## src/rtl/core/wrm_pkg.sv

```systemverilog
`timescale 1ns / 1ps
// ----------------------------------------------------------------------------
// wrm_pkg: shared types and constants for the windowed rate meter
// Holds the word structs, command codes and controller/datapath interfaces.
// ----------------------------------------------------------------------------
package wrm_pkg;

  localparam int Depth      = 16;
  localparam int SlotBits   = $clog2(Depth);
  localparam int FillBits   = $clog2(Depth + 1);
  localparam int SampleBits = 32;
  localparam int TimeBits   = 32;
  localparam int WinBits    = 16;
  localparam int ValBits    = 64;
  localparam int CfgBits    = 5;
  localparam int MsPerSec   = 1000;

  localparam logic [2:0] CMD_ADD      = 3'd0;
  localparam logic [2:0] CMD_WINDOW   = 3'd1;
  localparam logic [2:0] CMD_LIFETIME = 3'd2;
  localparam logic [2:0] CMD_TOTAL    = 3'd3;
  localparam logic [2:0] CMD_ELAPSED  = 3'd4;
  localparam logic [2:0] CMD_CLEAR    = 3'd5;

  localparam logic [1:0] KIND_WINDOW   = 2'd0;
  localparam logic [1:0] KIND_LIFETIME = 2'd1;
  localparam logic [1:0] KIND_TOTAL    = 2'd2;
  localparam logic [1:0] KIND_ELAPSED  = 2'd3;

  typedef struct packed {
    logic [2:0]            command;
    logic [SampleBits-1:0] sample_value;
    logic [WinBits-1:0]    window_sec;
    logic [TimeBits-1:0]   now_ms;
  } in_word_t;

  typedef struct packed {
    logic [1:0]         result_kind;
    logic [ValBits-1:0] result_value;
  } out_word_t;

  // controller -> datapath
  typedef struct packed {
    logic load;     // capture input word
    logic add;      // store sample
    logic clear;    // clear history
    logic cfg_load; // take new depth
    logic scan_init;
    logic scan_step;
    logic div_start;
    logic div_step;
    logic mul_step;  // apply *1000 after divide
    logic set_out;   // load output register
  } ctl_t;

  // datapath -> controller
  typedef struct packed {
    logic scan_done;
    logic div_done;
    logic need_div;
    logic need_mul;
  } sts_t;

endpackage

```

## src/rtl/core/wrm_ctrl.sv

```systemverilog
`timescale 1ns / 1ps
// ----------------------------------------------------------------------------
// wrm_ctrl: sequencer for the windowed rate meter
// Steps a query through capture, slot scan, any divide and result hand-off.
// ----------------------------------------------------------------------------
module wrm_ctrl (
  input  logic          clk,
  input  logic          rst,
  input  logic          in_valid,
  input  logic [2:0]    in_command,
  input  logic          cfg_write,
  input  logic          out_busy,
  input  wrm_pkg::sts_t sts,
  output logic          in_stall,
  output logic          out_load,
  output wrm_pkg::ctl_t ctl
);

  typedef enum logic [2:0] {
    S_IDLE, S_DECODE, S_SCAN, S_PREP, S_DIV, S_MUL, S_OUT
  } state_t;
  state_t state;
  logic [2:0] cmd;

  assign in_stall = (state != S_IDLE);

  always_comb begin
    ctl = '0;
    out_load = 1'b0;
    ctl.load = (state == S_IDLE) && in_valid;
    ctl.clear = cfg_write;
    ctl.cfg_load = cfg_write;
    case (state)
      S_DECODE: begin
        if (cmd == wrm_pkg::CMD_ADD) ctl.add = 1'b1;
        else if (cmd == wrm_pkg::CMD_WINDOW) ctl.scan_init = 1'b1;
        else if (cmd > wrm_pkg::CMD_ELAPSED) ctl.clear = 1'b1;
        else ctl.scan_init = 1'b1;
      end
      S_SCAN: begin
        ctl.scan_step = 1'b1;
        if (sts.scan_done) ctl.div_start = 1'b1;
      end
      S_DIV: ctl.div_step = 1'b1;
      S_MUL: ctl.mul_step = 1'b1;
      S_OUT: begin
        ctl.set_out = !out_busy;
        out_load = !out_busy;
      end
      default: ;
    endcase
  end

  always_ff @(posedge clk) begin
    if (rst) begin
      state <= S_IDLE;
      cmd <= '0;
    end else begin
      case (state)
        S_IDLE: if (in_valid) begin
          cmd <= in_command;
          state <= S_DECODE;
        end
        S_DECODE: begin
          if (cmd == wrm_pkg::CMD_ADD || cmd > wrm_pkg::CMD_ELAPSED) state <= S_IDLE;
          else state <= S_SCAN;
        end
        S_SCAN: if (sts.scan_done) state <= S_PREP;
        // divide flags are registered at the end of the scan
        S_PREP: state <= sts.need_div ? S_DIV : S_OUT;
        S_DIV: if (sts.div_done) state <= sts.need_mul ? S_MUL : S_OUT;
        S_MUL: state <= S_OUT;
        S_OUT: if (!out_busy) state <= S_IDLE;
        default: state <= S_IDLE;
      endcase
    end
  end

endmodule

```

## src/rtl/core/wrm_datapath.sv

```systemverilog
`timescale 1ns / 1ps
// ----------------------------------------------------------------------------
// wrm_datapath: history store, scan accumulator and serial divider
// Scans one slot a cycle, then divides one quotient bit a cycle.
// ----------------------------------------------------------------------------
module wrm_datapath (
  input  logic                          clk,
  input  logic                          rst,
  input  wrm_pkg::ctl_t                 ctl,
  input  wrm_pkg::in_word_t             in_word,
  input  logic [wrm_pkg::CfgBits-1:0]   cfg_data,
  output wrm_pkg::sts_t                 sts,
  output wrm_pkg::out_word_t            out_word
);

  localparam int SB = wrm_pkg::SlotBits;
  localparam int FB = wrm_pkg::FillBits;
  localparam int TB = wrm_pkg::TimeBits;
  localparam int VB = wrm_pkg::ValBits;

  logic [wrm_pkg::SampleBits-1:0] sample_store [wrm_pkg::Depth];
  logic [TB-1:0]                  time_store [wrm_pkg::Depth];
  logic [wrm_pkg::Depth-1:0]      sample_ok;
  logic [SB-1:0]  write_slot;
  logic [FB-1:0]  fill_count;
  logic [FB-1:0]  depth_in_use;
  logic [VB-1:0]  running_total;
  logic [TB-1:0]  first_time;

  wrm_pkg::in_word_t cur;
  logic [FB-1:0]  idx;
  logic [VB-1:0]  sum;
  logic [TB-1:0]  span;
  logic [TB-1:0]  newest;
  logic [TB+10-1:0] limit;
  logic [VB-1:0]  quo;
  logic [TB:0]    rem;
  logic [VB-1:0]  dvd;
  logic [TB-1:0]  dvs;
  logic [6:0]     dcnt;
  logic [1:0]     kind;
  logic [VB-1:0]  value;
  logic           need_div;
  logic           need_mul;

  logic [FB-1:0]  cfg_sat;
  logic [SB-1:0]  last_slot;
  logic [TB-1:0]  slot_time;
  logic [wrm_pkg::SampleBits-1:0] slot_sample;
  logic [TB-1:0]  age;
  logic [TB-1:0]  elapsed;
  logic [TB:0]    rem_sh;
  logic [FB-1:0]  wnext;

  assign cfg_sat = (cfg_data > FB'(wrm_pkg::Depth)) ? FB'(wrm_pkg::Depth) : FB'(cfg_data);
  assign last_slot = (write_slot == '0) ? SB'(depth_in_use - FB'(1)) : write_slot - SB'(1);
  assign slot_time = time_store[idx[SB-1:0]];
  assign slot_sample = sample_ok[idx[SB-1:0]] ? sample_store[idx[SB-1:0]] : '0;
  assign age = (cur.window_sec == '0) ? newest - slot_time : cur.now_ms - slot_time;
  assign elapsed = cur.now_ms - first_time;
  assign rem_sh = {rem[TB-1:0], dvd[VB-1]};
  assign wnext = FB'(write_slot) + FB'(1);

  assign sts.scan_done = (idx >= fill_count);
  assign sts.div_done = (dcnt == 7'(VB - 1));
  assign sts.need_div = need_div;
  assign sts.need_mul = need_mul;

  always_ff @(posedge clk) begin
    if (ctl.add && depth_in_use != '0) begin
      sample_store[write_slot] <= cur.sample_value;
      time_store[write_slot] <= cur.now_ms;
    end
  end

  always_ff @(posedge clk) begin
    if (rst) begin
      sample_ok <= '0;
      write_slot <= '0;
      fill_count <= '0;
      depth_in_use <= FB'(wrm_pkg::Depth);
      running_total <= '0;
      first_time <= '0;
    end else if (ctl.clear) begin
      sample_ok <= '0;
      write_slot <= '0;
      fill_count <= '0;
      running_total <= '0;
      first_time <= '0;
    end else if (ctl.add && depth_in_use != '0) begin
      sample_ok[write_slot] <= 1'b1;
      if (fill_count == '0) first_time <= cur.now_ms;
      if (fill_count < depth_in_use) fill_count <= fill_count + FB'(1);
      write_slot <= (wnext >= depth_in_use) ? '0 : SB'(wnext);
      running_total <= running_total + VB'(cur.sample_value);
    end
    if (!rst && ctl.cfg_load)
      depth_in_use <= cfg_sat;
  end

  always_ff @(posedge clk) begin
    if (ctl.load) cur <= in_word;
    if (ctl.scan_init) begin
      idx <= '0;
      sum <= '0;
      span <= '0;
      newest <= time_store[last_slot];
      limit <= (TB+10)'(cur.window_sec) * (TB+10)'(wrm_pkg::MsPerSec);
      case (cur.command)
        wrm_pkg::CMD_WINDOW:   kind <= wrm_pkg::KIND_WINDOW;
        wrm_pkg::CMD_LIFETIME: kind <= wrm_pkg::KIND_LIFETIME;
        wrm_pkg::CMD_TOTAL:    kind <= wrm_pkg::KIND_TOTAL;
        default:               kind <= wrm_pkg::KIND_ELAPSED;
      endcase
      if (cur.command != wrm_pkg::CMD_WINDOW) idx <= fill_count;
    end else if (ctl.scan_step && !sts.scan_done) begin
      idx <= idx + FB'(1);
      sum <= sum + VB'(slot_sample);
      if (cur.window_sec == '0) begin
        if (age > span) span <= age;
      end else if ((TB+10)'(age) > limit) begin
        sum <= sum;
      end
    end
    if (ctl.div_start) begin
      need_div <= 1'b1;
      need_mul <= 1'b0;
      dcnt <= '0;
      rem <= '0;
      quo <= '0;
      value <= '0;
      case (cur.command)
        wrm_pkg::CMD_WINDOW: begin
          dvd <= sum;
          if (cur.window_sec != '0) dvs <= TB'(cur.window_sec);
          else begin
            dvs <= span;
            need_mul <= 1'b1;
            need_div <= (span != '0) && (depth_in_use != '0);
          end
        end
        wrm_pkg::CMD_LIFETIME: begin
          dvd <= running_total;
          dvs <= elapsed;
          need_mul <= 1'b1;
          need_div <= elapsed != '0;
        end
        wrm_pkg::CMD_TOTAL: begin
          need_div <= 1'b0;
          value <= running_total;
        end
        default: begin
          need_div <= 1'b0;
          value <= (fill_count == '0) ? '0 : VB'(elapsed);
        end
      endcase
    end else if (ctl.div_step) begin
      dcnt <= dcnt + 7'd1;
      dvd <= {dvd[VB-2:0], 1'b0};
      if (rem_sh >= {1'b0, dvs}) begin
        rem <= rem_sh - {1'b0, dvs};
        quo <= {quo[VB-2:0], 1'b1};
        value <= {quo[VB-2:0], 1'b1};
      end else begin
        rem <= rem_sh;
        quo <= {quo[VB-2:0], 1'b0};
        value <= {quo[VB-2:0], 1'b0};
      end
    end else if (ctl.mul_step) begin
      // x1000 as 1024 - 16 - 8
      value <= (value << 10) - (value << 4) - (value << 3);
    end
    if (ctl.set_out) begin
      out_word.result_kind <= kind;
      out_word.result_value <= value;
    end
  end

endmodule

```

## src/rtl/core/windowed_rate_meter_unit.sv

```systemverilog
`timescale 1ns / 1ps
// ----------------------------------------------------------------------------
// windowed_rate_meter_unit: sliding-window rate meter over timestamped samples
// Top level joining the sequencer, the history datapath and the output word.
// ----------------------------------------------------------------------------
// One word at a time. An add or clear is captured and then decoded. A query
// is captured and decoded; a windowed-rate query then scans one filled history
// slot per cycle while other queries pass the scan state without stepping. A
// state picks the path; when a division is needed the bit-serial 64/32 divider
// runs, followed by the *1000 scale for rates over a millisecond span. Last the
// output register is loaded. Configuration writes must come while no word is
// in flight; they clear the history.
module windowed_rate_meter_unit (
  input  logic                        clk,
  input  logic                        rst,
  input  logic                        in_valid,
  output logic                        in_stall,
  input  wrm_pkg::in_word_t           in_data,
  output logic                        out_valid,
  input  logic                        out_stall,
  output wrm_pkg::out_word_t          out_data,
  input  logic                        cfg_valid,
  output logic                        cfg_ready,
  input  logic [wrm_pkg::CfgBits-1:0] cfg_data
);

  wrm_pkg::ctl_t ctl;
  wrm_pkg::sts_t sts;
  logic          out_load;
  logic          cfg_write;

  assign cfg_ready = 1'b1;
  assign cfg_write = cfg_valid;

  wrm_ctrl u_ctrl (
    .clk        (clk),
    .rst        (rst),
    .in_valid   (in_valid),
    .in_command (in_data.command),
    .cfg_write  (cfg_write),
    .out_busy   (out_valid && out_stall),
    .sts        (sts),
    .in_stall   (in_stall),
    .out_load   (out_load),
    .ctl        (ctl)
  );

  wrm_datapath u_dp (
    .clk      (clk),
    .rst      (rst),
    .ctl      (ctl),
    .in_word  (in_data),
    .cfg_data (cfg_data),
    .sts      (sts),
    .out_word (out_data)
  );

  always_ff @(posedge clk) begin
    if (rst) out_valid <= 1'b0;
    else if (out_load) out_valid <= 1'b1;
    else if (!out_stall) out_valid <= 1'b0;
  end

endmodule

```

## config.mk

```make
export PLATFORM = sky130hd
export DESIGN_NAME = windowed_rate_meter_unit
export DESIGN_NICKNAME = d
export VERILOG_FILES = /design/src/rtl/core/wrm_pkg.sv /design/src/rtl/core/wrm_ctrl.sv /design/src/rtl/core/wrm_datapath.sv /design/src/rtl/core/windowed_rate_meter_unit.sv
export SDC_FILE = /design/constraint.sdc
export NUM_CORES = 2
export LEC_CHECK = 0
export BUFFER_PORTS_ARGS = -buffer_cell sky130_fd_sc_hd__buf_2
export CORE_MARGIN = 2
export CORE_UTILIZATION = 45
export DETAILED_ROUTE_END_ITERATION = 8
export HOLD_SLACK_MARGIN = 0.02
export PLACE_DENSITY = 0.71
export SYNTH_ARGS = -nofsm -noshare
export SYNTH_HDL_FRONTEND = slang
export SYNTH_SLANG_ARGS = --single-unit
```

## constraint.sdc

```tcl
create_clock -name clk -period 13.53 [get_ports clk]
set_input_delay 2.0295 -clock clk [delete_from_list [all_inputs] [get_ports clk]]
set_output_delay 2.0295 -clock clk [all_outputs]
set_load 0.05 [all_outputs]
```

==> flow_summary.yaml <==
status:
  status: "finished, final reports clean"
timing:
  max_clock_freq_mhz: 119
  fin_worst_skew_ns: 0.0699
  finalMaxSlewViolations: 0
  fin_setup_tns_ns: 0
  slew_headroom_pct: 17.8
  finalHoldWorstSlack_ns: 0.423
  report.final.setup_viol: 0
  timing_hold_violations_final: 0
  period_needed_ns: 8.37
  final.period_utilization_pct: 61.9
  setup_repair_after_global_routing_missed_its_margin: "false"
  worst-slew-pin-transition_ns: 1.23
  final.setup.worst_slack_ns: 5.16
die:
  row_count: 161
  design.die.area_mm2: 0.198
  core_area_mm2: 0.193
  start_util_pct: 45.4
  pin_count: 162
  chipHeight_um: 445
  floorplan.die.width_um: 445
placement:
  post_dp_cell_area_mm2: 0.0914
  dp_hpwl_um: 161000
  numPortBuffers: 160
  globalplace.congestion: 0.969
  place_ws_ns: 5.17
critical_path:
  timing.critical_path.required_ns: 14.24
  worst-path-max-fanout: 42
  r2r_end: "u_dp.sum[42]$_SDFFE_PP0P_"
  reg2reg_depth: 28
  timing.critical_path.mode_cell: "sky130_fd_sc_hd__o21ai_0"
  crit_path_end: "u_dp.sum[42]$_SDFFE_PP0P_"
  crit_path_start_kind: "flip-flop"
  path_class: "flip-flop to flip-flop"
  reg2reg_slack_ns: 5.16
  highest_cell_delay_on_the_worst_timing_path_ns: 0.74
  cp_slowest_cell: "sky130_fd_sc_hd__buf_4"
  critical_path.endpoint_type: "flip-flop"
  worst_ep_arrival_time_ns: 9.09
grt:
  grtUsageTotal_pct: 24.3
  grt_first_pass_wirelength_um: 363000
  grt_antenna_before_repair: 12
  first_global_vias: 56342
  grt_overflow_total: 0
  grt_start_max_net_pins: 109
yosys:
  synth.mux.area_fraction_pct: 13.4
  synth_area_leaders: "sky130_fd_sc_hd__edfxtp_1 48%, sky130_fd_sc_hd__mux4_2 12%, sky130_fd_sc_hd__dfxtp_1 7.5%"
  synth-adder-area-share_pct: 7.79
  synth_compound_gate_area_share_pct: 9.96
  ys_top_cells_by_count: "1402 x sky130_fd_sc_hd__edfxtp_1, 589 x sky130_fd_sc_hd__nand2_1, 500 x sky130_fd_sc_hd__a21oi_1, 451 x sky130_fd_sc_hd__mux4_2, 366 x sky130_fd_sc_hd__ha_1"
  synth_xor_xnor_area_share_pct: 2.42
  synth_seq_area_share_pct: 55.6
  yosysWarningCount: 0
  synth_cell_type_count: 85
  synthCells: 6600
  syn_area_mm2: 0.0876
  syn-num-nets: 7171
  combinational_family_with_the_most_area_after_synthesis: "multiplexers"
  post-synth-top-area-fraction_pct: 48.1
  synthesis.area_per_instance_um2: 13.3
  synth-simple-area-share_pct: 7.93
  top_count_cell_post_synth: "sky130_fd_sc_hd__edfxtp_1"
  synth.ff_latch_count: 1732
  ys_async_sr_fraction_pct: 0
  synth_flop_cell: "sky130_fd_sc_hd__edfxtp_1"
  largest_area_contributor_in_the_synthesized_netlist: "sky130_fd_sc_hd__edfxtp_1"
  synth_edf_count: 1402
cells_and_area:
  layout-drive-gt1-share_pct: 15.9
  finish.net_count: 7293
  final.fill_count: 16077
  area_delta_synth_final_pct: 11.0
  post-route-cell-area_mm2: 0.0972
clock_tree:
  cts.repair_timing.setup_buffer_count: 0
  max-clock-path-buffers: 3
  tritoncts: "built"
  cts.sink_count: 1732
  cts_root_buffer: "sky130_fd_sc_hd__clkbuf_16"
  htree_num_levels: 4
  cts-resized-gates: 0
  clkLatencyLatePin_ns: 0.86
  cts_buffers: 178
  cts.clk_slew.worst_paths_ns: 0.06
  ctsHoldBuffers: 0
routing:
  post-route-drc-count: 0
  firstDrtPassIters: 6
  dr_wl_met3_um: 21400
  drtIter0Drc: 6774
  top_signal_layer_used: "met5"
  drt-met1-wl_um: 99200
  routed_wl_um: 243000
  vias_per_cell: 6.15
  drt-wirelength-per-cell_um: 25.9
  route.antenna.remaining_nets: 0
  met2RoutedLength_um: 113000
  vias: 57832
worst_hold_path:
  hold_path_class: "flip-flop to flip-flop"
flow_run:
  cap_violations: 0
power_and_ir_drop:
  power.ir.vdd_worst_v: 0.000138
  total_leakage_power_nw: 34.3
  p_per_area_mw_per_mm2: 164
layer usage:
metal,vias up,GRT usage (%)
li1,25406,-
met1,29050,33.5
met2,2911,38.5
met3,449,4.29
met4,16,9.34
met5,-,0
power breakdown:
part | switching, mW | internal (mW)
Clock | 2.17 | 2.76
Sequential | 0.238 | 6.11
Combinational | 2.69 | 1.95
final cells by class:
| cell class | count | area [um2] | area share [%] |
|---|---|---|---|
| inverter | 345 | 1310 | 1.34 |
| sequential | 1732 | 48700 | 50.1 |
| timing repair buffer | 260 | 1560 | 1.61 |
| tap | 2526 | 3160 | 3.25 |
| multi-input combinational | 4205 | 36600 | 37.7 |
| clock inverter | 111 | 1130 | 1.17 |
| antenna | 6 | 15.0 | 0.0154 |
| clock buffer | 215 | 4680 | 4.81 |
registers in the layout, summed over array words and instances, names as in the netlist, 7 cells and up, named ones only:
signal	cells
u_dp.sample_store	512
u_dp.time_store	512
u_dp.cur	83
u_dp.out_word	66
u_dp.dvd	64
u_dp.running_total	64
u_dp.sum	64
u_dp.value	64
u_dp.quo	63
u_dp.dvs	32
u_dp.first_time	32
u_dp.newest	32
u_dp.rem	32
u_dp.span	32
u_dp.limit	23
u_dp.sample_ok	16
u_dp.dcnt	7
cells by family (layout without fill, tap and decap cells):
| kind of cell | count (synthesis) | after routing |
|---|---|---|
| AOI/OAI and AO/OA | 1388 | 1388 |
| xor gates and xnor gates | 242 | 242 |
| adders and majority gates | 478 | 478 |
| buffers and inverters | 663 | 931 |
| DFF | 1732 | 1732 |
| muxes | 609 | 609 |
| other | 1 | 7 |
| and+or+nand+nor | 1487 | 1487 |
critical path: cells and delay by family (launching register included):
| family | cells | cell delay [ns] |
|---|---|---|
| AOI/OAI and AO/OA | 16 | 3.44 |
| adders and majority gates | 2 | 0.54 |
| buffers and inverters | 3 | 1.13 |
| DFF | 1 | 0.62 |
| muxes | 2 | 1.10 |
| and+or+nand+nor | 5 | 1.33 |
placed cells by master, fill, tap and decap left out, drive strengths merged, types with 37 or more instances in the layout:
cell    Yosys  final
a211oi     77     77
a21o      144    144
a21oi     500    500
a31oi     102    102
and3       44     44
buf        56    260
clkbuf    262    215
clkinv      1     78
dfxtp     330    330
edfxtp   1402   1402
fa        112    112
ha        366    366
inv       344    356
mux2i     122    122
mux4      451    451
nand2     589    589
nand2b     42     42
nand3     103    103
nand4      53     53
nor2      328    328
nor2b     107    107
nor3       52     52
o211ai     42     42
o21a       60     60
o21ai     232    232
o21bai     37     37
xnor2     149    149
xor2       93     93
worst min path at each step:
stage                                  end  cells past startpoint                      from  slack, ns
2_1_floorplan  u_dp.out_word[61]$_DFFE_PP_                      0  u_dp.value[61]$_DFFE_PP_       0.40
3_3_place_gp   u_dp.out_word[64]$_DFFE_PP_                      0    u_dp.kind[0]$_DFFE_PP_       0.40
3_5_place_dp   u_dp.out_word[64]$_DFFE_PP_                      0    u_dp.kind[0]$_DFFE_PP_       0.41
4_1_cts        u_dp.out_word[64]$_DFFE_PP_                      0    u_dp.kind[0]$_DFFE_PP_       0.42
5_1_grt        u_dp.out_word[61]$_DFFE_PP_                      0  u_dp.value[61]$_DFFE_PP_       0.44
6_report       u_dp.out_word[64]$_DFFE_PP_                      0    u_dp.kind[0]$_DFFE_PP_       0.42
metrics by stage:
step / power, mW / cells / util [%]
after floorplan: 9.73 / 6600 / -
after global placement: 10.9 / 9068 / 47.4
after detailed placement: 11.0 / 9068 / 47.4
after CTS: 15.9 / 9394 / 50.4
after global routing: 16.6 / 9395 / 50.4
final: 15.9 / 9400 / 50.4
No activity file was read; power rests on OpenSTA's default activity.
